[config.mk]
export PLATFORM = sky130hd
export DESIGN_NAME = alte_ctrl
export DESIGN_NICKNAME = d
export VERILOG_FILES = /design/src/rtl/core/alte_pkg.sv /design/src/rtl/core/alte_ctrl.sv
export SDC_FILE = /design/constraint.sdc
export NUM_CORES = 1
export LEC_CHECK = 0
export BUFFER_PORTS_ARGS = -buffer_cell sky130_fd_sc_hd__buf_2
export CAP_MARGIN = 20
export CORE_AREA = 2 2 39 41
export CTS_BUF_LIST = sky130_fd_sc_hd__clkbuf_8 sky130_fd_sc_hd__clkbuf_16
export DETAILED_ROUTE_END_ITERATION = 10
export DIE_AREA = 0 0 41 43
export PLACE_DENSITY_LB_ADDON = 0.1
export SLEW_MARGIN = 20
export SYNTH_ARGS = -nofsm -noshare
export SYNTH_HDL_FRONTEND = slang
export SYNTH_SLANG_ARGS = --single-unit
[constraint.sdc]
create_clock -name clock -period 4.7 [get_ports clock]
set_clock_uncertainty 0.2 [all_clocks]
set_input_delay 0.94 -clock clock [delete_from_list [all_inputs] [get_ports clock]]
set_output_delay 0.94 -clock clock [all_outputs]
set_load 0.05 [all_outputs]
[src/rtl/core/alte_pkg.sv]
// Package for the array list table engine: field widths, command, status
// and state codes, the item structs and the controller/datapath link types.
// No dependencies.
`timescale 1ns / 1ps
`default_nettype none

package alte_pkg;

   // Fixed field widths of the item formats
   localparam int IDX_W     = 10;
   localparam int VAL_W     = 32;
   localparam int CNT_OUT_W = 11;

   // Default list capacity
   localparam int DEPTH_DEF = 1024;

   typedef enum logic [1:0] {
      CMD_APPEND  = 2'd0,
      CMD_REMOVE  = 2'd1,
      CMD_REPLACE = 2'd2,
      CMD_FIND    = 2'd3
   } cmd_type;

   typedef enum logic [1:0] {
      ST_OK       = 2'd0,
      ST_FULL     = 2'd1,
      ST_BADIDX   = 2'd2,
      ST_NOTFOUND = 2'd3
   } stat_type;

   typedef enum logic [2:0] {
      S_IDLE,
      S_DECODE,
      S_REPL_WR,
      S_SHIFT,
      S_FIND,
      S_RESULT
   } state_type;

   typedef struct packed {
      cmd_type                  cmd;
      logic [IDX_W-1:0]         index;
      logic signed [VAL_W-1:0]  value;
   } req_type;

   typedef struct packed {
      stat_type                 status;
      logic [IDX_W-1:0]         found_index;
      logic signed [VAL_W-1:0]  old_value;
      logic [CNT_OUT_W-1:0]     count;
   } rsp_type;

   // Commands from controller to datapath
   typedef struct packed {
      logic     latch;          // capture the request item
      logic     append_wr;      // write value at the end, bump count
      logic     repl_wr;        // write value at index, keep old word
      logic     rd_en;          // issue a memory read
      logic     rd_idx;         // read address from the request index
      logic     rd_shift;       // read data goes back one place down
      logic     ptr_load_next;  // ptr <= index + 1
      logic     ptr_load_zero;  // ptr <= 0
      logic     ptr_inc;        // ptr <= ptr + 1
      logic     count_dec;      // drop one entry
      logic     stat_ld;        // load status code
      stat_type stat_code;
      logic     found_ld;       // found index <= last read address
      logic     out_ld;         // move result into the output register
   } ctl_cmd_type;

   // Status from datapath to controller
   typedef struct packed {
      cmd_type cmd;
      logic    full;
      logic    bad_idx;
      logic    ptr_end;
      logic    rd_vld;
      logic    match;
      logic    out_free;
   } dp_stat_type;

endpackage

`default_nettype wire

[src/rtl/core/alte_ctrl.sv]
// Controller for the array list table engine: sequences each command
// through decode, memory walk and result hand-off. Uses alte_pkg.
`timescale 1ns / 1ps
`default_nettype none

module alte_ctrl (
   input  wire logic                 clock,
   input  wire logic                 reset,
   input  wire logic                 req_valid,
   output logic                      req_ready,
   input  wire alte_pkg::dp_stat_type st,
   output alte_pkg::ctl_cmd_type     ctl
);

   alte_pkg::state_type state_ff, state_in;

   // State register
   always_ff @(posedge clock) begin
      if (reset) begin
         state_ff <= alte_pkg::S_IDLE;
      end else begin
         state_ff <= state_in;
      end
   end

   // Next state
   always_comb begin
      state_in = state_ff;
      case (state_ff)
         alte_pkg::S_IDLE: begin
            if (req_valid) state_in = alte_pkg::S_DECODE;
         end
         alte_pkg::S_DECODE: begin
            case (st.cmd)
               alte_pkg::CMD_APPEND:  state_in = alte_pkg::S_RESULT;
               alte_pkg::CMD_REMOVE:
                  state_in = st.bad_idx ? alte_pkg::S_RESULT : alte_pkg::S_SHIFT;
               alte_pkg::CMD_REPLACE:
                  state_in = st.bad_idx ? alte_pkg::S_RESULT : alte_pkg::S_REPL_WR;
               alte_pkg::CMD_FIND:    state_in = alte_pkg::S_FIND;
               default:               state_in = alte_pkg::S_RESULT;
            endcase
         end
         alte_pkg::S_REPL_WR: state_in = alte_pkg::S_RESULT;
         alte_pkg::S_SHIFT: begin
            // done once all reads are issued and the last write-back landed
            if (st.ptr_end && !st.rd_vld) state_in = alte_pkg::S_RESULT;
         end
         alte_pkg::S_FIND: begin
            if (st.rd_vld && st.match) begin
               state_in = alte_pkg::S_RESULT;
            end else if (st.ptr_end && !st.rd_vld) begin
               state_in = alte_pkg::S_RESULT;
            end
         end
         alte_pkg::S_RESULT: begin
            if (st.out_free) state_in = alte_pkg::S_IDLE;
         end
         default: state_in = alte_pkg::S_IDLE;
      endcase
   end

   // Outputs
   always_comb begin
      ctl       = '0;
      req_ready = 1'b0;
      ctl.stat_code = alte_pkg::ST_OK;
      case (state_ff)
         alte_pkg::S_IDLE: begin
            req_ready = 1'b1;
            ctl.latch = req_valid;
         end
         alte_pkg::S_DECODE: begin
            ctl.stat_ld = 1'b1;
            case (st.cmd)
               alte_pkg::CMD_APPEND: begin
                  if (st.full) begin
                     ctl.stat_code = alte_pkg::ST_FULL;
                  end else begin
                     ctl.append_wr = 1'b1;
                  end
               end
               alte_pkg::CMD_REMOVE: begin
                  if (st.bad_idx) begin
                     ctl.stat_code = alte_pkg::ST_BADIDX;
                  end else begin
                     ctl.ptr_load_next = 1'b1;
                  end
               end
               alte_pkg::CMD_REPLACE: begin
                  if (st.bad_idx) begin
                     ctl.stat_code = alte_pkg::ST_BADIDX;
                  end else begin
                     ctl.rd_en  = 1'b1;
                     ctl.rd_idx = 1'b1;
                  end
               end
               alte_pkg::CMD_FIND: begin
                  ctl.stat_code     = alte_pkg::ST_NOTFOUND;
                  ctl.ptr_load_zero = 1'b1;
               end
               default: ctl.stat_code = alte_pkg::ST_OK;
            endcase
         end
         alte_pkg::S_REPL_WR: begin
            ctl.repl_wr = 1'b1;
         end
         alte_pkg::S_SHIFT: begin
            if (!st.ptr_end) begin
               ctl.rd_en    = 1'b1;
               ctl.rd_shift = 1'b1;
               ctl.ptr_inc  = 1'b1;
            end else if (!st.rd_vld) begin
               ctl.count_dec = 1'b1;
            end
         end
         alte_pkg::S_FIND: begin
            if (st.rd_vld && st.match) begin
               ctl.found_ld  = 1'b1;
               ctl.stat_ld   = 1'b1;
               ctl.stat_code = alte_pkg::ST_OK;
            end else if (!st.ptr_end) begin
               ctl.rd_en   = 1'b1;
               ctl.ptr_inc = 1'b1;
            end
         end
         alte_pkg::S_RESULT: begin
            ctl.out_ld = st.out_free;
         end
         default: ctl = '0;
      endcase
   end

endmodule

`default_nettype wire

-- Yosys cells after proc, flatten, opt, wreduce, memory -nomap -nowiden
Index checks and enable logic that the tools add are counted.
- bits in registers: 3
- input port bits: 11
- output and inout bits: 16
- word-level logic and storage cells: 54
- equal/unequal tests: 10
- muxes and demuxes: 36
- reduce and logical (&&, ||, !) cells: 7
- operators by type and width (kind ; count):
    $mux 1 ; 19
    $mux 3 ; 6
    $pmux 3 s6 ; 1
    $pmux 3 s4 ; 1
    $mux 2 ; 4
    $eq 3x2->1 const B ; 2
    $eq 3x3->1 const B ; 2
    $pmux 2 s3 ; 1
    $pmux 3 s2 ; 1
    $eq 2x2->1 const B ; 2
    $mux 4 ; 1
    $ne 2x2->1 const B ; 2
    $eq 3x1->1 const B ; 1
    $logic_not 3->1 ; 1
    $pmux 1 s3 ; 1
    $eq 2x1->1 const B ; 1
    $logic_and 1x1->1 ; 2
    $logic_not 2->1 ; 1
    $pmux 1 s2 ; 1
    $reduce_and 2->1 ; 1
    $reduce_or 2->1 ; 1
    $logic_not 1->1 ; 1

-- Longest topological paths before layout
Gate-level depths: netlist (run 1).
- word-level depth: 5
- gate-level depth with buffers: 5
- depth with buffers taken out: 5

-- Least setup slack after synthesis (run 1)
No wires, ideal clock.
- path type: input to output
- start point: input port st[7] (netlist name)
- end point: output port ctl[3] (netlist name)
- arrival: 2.357 ns
- required time: 3.560 ns
- setup slack: 1.203 ns
- cell stages on the path: 4
- buffers on the path: 0
- cells stage by stage: inv_1 -> ha_1 -> a21oi_1 -> nor3_1
- RTL lines (item ; line ; source):
    start, declared ; alte_ctrl.sv:11 ; input wire alte_pkg::dp_stat_type st,
    end, declared ; alte_ctrl.sv:12 ; output alte_pkg::ctl_cmd_type ctl

==> reports/metrics.cfg, run 1 <==
[outcome]
status=complete, no violations

[power]
power_density_nw_per_um2=272.3
p_total_mw=0.1734
p_leak_nw=0.3190
peakVddDrop_uv=136.7

[worst_setup_path]
start_kind=input pin
worst_ep_arrival_time_ps=1890
endpoint_kind=primary output
cp_max_fo=5
worstPathRequired_ps=3560
worstSetupPathType=in -> out

[layout]
final_nets=106
top_register=state_ff
largest_register_ffs=3
drive_gt1_share_pct=37.08
area_growth_pct=35.01
n_fill_cell=157
diodes=0
top_regs=state_ff x3
ff_latch_area_um2=60.06
multi_input_area_um2=366.6

[sta]
fin_setup_tns_ps=0
layout_worst_path_cycle_share_pct=64.49
min_period_ps=3031
final-hold-violation-count=0
setup_viol=0
hold_ws_ps=438.3
slew_violations=0
tightest_slew_ps=388.7
worst_slew_margin_rel_pct=74.05
rsz0062_at_grt=no
max_freq_mhz=329.9

[global_routing]
grt_pass1_vias=458
track_usage_pct=13.70
gr-total-overflow=0
grt_first_pass_wirelength_mm=1.731
grt_start_max_net_pins=15
antenna_found_initial=0

[clocking]
htreeDepth=1
clock_latency_ps=210
post_cts.repair.setup_buffers=0
root_buffer=clkbuf_8
clk_path_buf_depth=2
cts_made_buffers=3
cts_tree=done
clk_pin_slew_ps=30
ctsHoldBuffers=0
cts.repair.resized=0
cts.sinks=3

[synthesis]
synthTopCellsByArea=ha_1 (13%), dfxtp_1 (13%), nor2_1 (7.2%), and2_1 (5.3%), buf_6 (4.8%)
syn_area_um2=471.7
synth_nets=79
ys_ff_latch=3
yosysWarnings=0
synth.top_cell.area_share_pct=13.26
ys_seq_area_share_pct=12.73
syn_area_per_cell_um2=7.487
yosysTopAreaCell=ha_1
syn_inst=63
synth_cell_types=31

[placement]
gp_congestion=0.6783
hpwlAfterDp_um=850.8
io_buffers=26

[worst_hold_path]
worstHoldPathType=reg -> reg

[drt]
firstDrtPassIters=4
wl_per_cell_um=10.03
routed_wl_mm=1.053
drc=0
via_per_inst=5.019
drt_iter0_drc=4
drtAntennaViolNets=0
vias=527

[floorplan]
die_area_um2=1763
rows=14
coreArea_um2=1384
die_y_um=43
pin_count=27
die_w_um=41
start_util_pct=34.09

[job]
drv_cap=0

==> where the power goes <==
group          total [mW]  internal, mW  switching (mW)
sequential         0.0331        0.0277         0.00537
clock              0.0713        0.0555          0.0158
combinational      0.0690        0.0227          0.0464
==> critical path: stages <==
cell and delay [ps]:
buf_2 120, inv_1 110, ha_1 270, mux2i_1 200
nor2_1 50, buf_2 200
==> cell usage after synthesis (all sizes together) <==
cell type and instances:
and4b 1, or3b 1, nor3b 3, nand3b 1, mux2i 1, a21oi 3, nor2 9, or3 1
o21ai 3, a311oi 1, a211oi 1, a221oi 1, ha 5, nand2b 2, and2 4, mux2 1
nor3 3, nor4bb 1, a21boi 1, o2bb2ai 1, a221o 1, nand2 3, nor4b 1, clkbuf 2
inv 4, dfxtp 3, nand3 1, or4 2, buf 2
==> per-layer routing <==
metal	up-vias	global-route usage, %	share of wire (%)
li1	276	-	-
met1	240	18.41	47
met2	9	20.94	49
met3	2	1.571	3.1
met4	0	6.000	0.85
met5	-	0	0
==> cell families after synthesis <==
group	share of synthesized area, %
AOI/OAI and AO/OA	18.04
adders and majority gates	13.26
buffers and inverters	9.548
DFF	12.73
muxes	4.509
and+or+nand+nor	41.91
==> path summary, 6_finish.rpt <==
kind | slack [ps] | cells past startpoint | to | startpoint
max | 1670 | 6 | ctl[2] | st[7]
min | 440 | 2 | state_ff[2]$_SDFFE_PP0P_ | state_ff[2]$_SDFFE_PP0P_
max reg2reg | 2820 | 3 | state_ff[1]$_SDFFE_PP0P_ | state_ff[0]$_SDFFE_PP0P_
min reg2reg | 440 | 2 | state_ff[2]$_SDFFE_PP0P_ | state_ff[2]$_SDFFE_PP0P_
==> cells in the final DEF, fill, tap and decap left out, types with 3 or more instances in the layout <==
| cell | Yosys | layout |
|---|---|---|
| and2_1 | 4 | 4 |
| buf_2 | 0 | 26 |
| clkbuf_8 | 0 | 3 |
| dfxtp_1 | 3 | 3 |
| ha_1 | 5 | 5 |
| inv_1 | 4 | 5 |
| nand2_1 | 3 | 3 |
| nor2_1 | 9 | 9 |
| nor3_1 | 3 | 3 |
| nor3b_1 | 3 | 3 |
| o21ai_0 | 3 | 3 |
==> through the flow <==
stage	cells	instance area [um^2]	worst slack [ps]	util, %
3_3_place_gp	101	591.8	1675	42.77
4_1_cts	105	636.9	1663	46.02
2_1_floorplan	63	471.7	1203	-
6_report	105	636.9	1669	46.02
3_5_place_dp	101	591.8	1661	42.77
5_1_grt	105	636.9	1547	46.02
==> cell type report <==
cell class                 count  share of cell area, %
inverter                       4                  2.358
sequential                     3                  9.430
clock buffer                   3                  6.483
tap                           16                  3.143
clock inverter                 1                 0.5894
multi-input combinational     52                  57.56
timing repair buffer          26                  20.43
(Power assumes the default switching activity.)
==> inputs of run 2 (changes only) <==
- clock period: 4.7 -> 2.6 ns (I/O delays scaled with it)
==> reports/metrics.cfg, run 2 (synthesis gave the netlist of run 1 again) <==
[worst_setup_path]
r2r_slack_ps=810
r2r-start=state_ff[1]$_SDFFE_PP0P_
cp_max_fo=14
crit_start=state_ff[1]$_SDFFE_PP0P_
start_kind=flip-flop
worstPathRequired_ps=1880
worstSetupPathType=reg -> out
r2r_cells=3
worst_ep_arrival_time_ps=1650
endpoint_kind=primary output
r2r-end=state_ff[1]$_SDFFE_PP0P_

[clocking]
cts_tree=done
htreeDepth=1
ctsHoldBuffers=0
cts.repair.resized=0
post_cts.repair.setup_buffers=0
clk_pin_slew_ps=30
cts.sinks=3
clk_path_buf_depth=2
clock_latency_ps=220
cts_made_buffers=3
root_buffer=clkbuf_8

[power]
peakVddDrop_uv=156.8
p_leak_nw=0.3273
power_density_nw_per_um2=493.9
p_total_mw=0.3257

[worst_hold_path]
holdPathEnd=state_ff[1]$_SDFFE_PP0P_
hold_path_depth=2
min_from=reset
worstHoldPathType=in -> reg

[drt]
drtAntennaViolNets=0
vias=561
routed_wl_mm=1.130
drt_iter0_drc=9
firstDrtPassIters=4
drc=0
via_per_inst=5.292
wl_per_cell_um=10.66

[placement]
hpwlAfterDp_um=886.5
io_buffers=26
place_ws_ps=380.1
place_area_um2=614.3
gp_congestion=0.6770

[global_routing]
grt_pass1_vias=470
gr-total-overflow=0
track_usage_pct=14.51
antenna_found_initial=0
grt_first_pass_wirelength_mm=1.773
grt_start_max_net_pins=15

[floorplan]
pin_count=27
coreArea_um2=1384
rows=14
die_y_um=43
die_area_um2=1763
start_util_pct=34.09
die_w_um=41

[layout]
most-common-layout-cells=buf_2 (26), nor2_1 (9), inv_1 (5), ha_1 (5), and2_1 (4)
drive_gt1_share_pct=41.11
utilization_pct=47.65
top_register=state_ff
diodes=0
top_regs=state_ff x3
design_area_um2=659.4
n_fill_cell=158
largest_register_ffs=3
area_growth_pct=39.79
final_nets=107
mostFrequentLayoutCell=buf_2

[sta]
final-hold-violation-count=0
setup_viol=0
max_freq_mhz=421.6
min_period_ps=2372
worst_slack_ps=228.0
rsz0062_at_grt=no
tightest_slew_ps=405.6
worst_slew_margin_rel_pct=72.93
slew_violations=0
fin_setup_tns_ps=0
layout_worst_path_cycle_share_pct=91.23

[job]
drv_cap=0

[outcome]
status=complete, no violations

-- run 2: layer usage --
metal	part of all wire [%]	vias up	track usage [%]
met5	0	-	0
met4	2.2	0	10.00
met3	3.7	4	1.571
met2	47	10	23.13
met1	47	265	16.88
li1	-	282	-
-- run 2: report_power, final --
part	internal, mW	total, mW	switching (mW)	leakage (nW)
clock network	0.101	0.135	0.0339	0.0269
logic	0.0449	0.136	0.0908	0.276
registers	0.0500	0.0553	0.00529	0.0246
total	0.196	0.326	0.130	0.327
-- run 2: metrics by stage --
step,cells,hold slack [ps]
3_5_place_dp,102,426.7
2_1_floorplan,63,382.4
4_1_cts,106,292.4
5_1_grt,106,301.8
6_report,106,295.5
3_3_place_gp,102,434.2
-- run 2: how the worst max path moves through the flow --
stage,endpoint,depth (start not counted)
finish,ctl[11],4
global route,ctl[11],4
CTS,ctl[11],4
detailed placement,ctl[2],6
global placement,ctl[2],6
floorplan,ctl[12],2
-- run 2: area by class of cell --
class                      count  area, um^2  area share, %
clock buffer                   3       41.29          6.262
clock inverter                 1       3.754         0.5693
inverter                       4       15.01          2.277
multi-input combinational     52       381.6          57.87
sequential                     3       60.06          9.108
tap                           16       20.02          3.036
timing repair buffer          27       137.6          20.87
-- run 2: worst max-delay path, stage by stage (launching register included) --
cell and delay [ps]:
dfxtp_1 420, or3b_4 470, nor2_1 150, o2bb2ai_1 120, buf_2 270
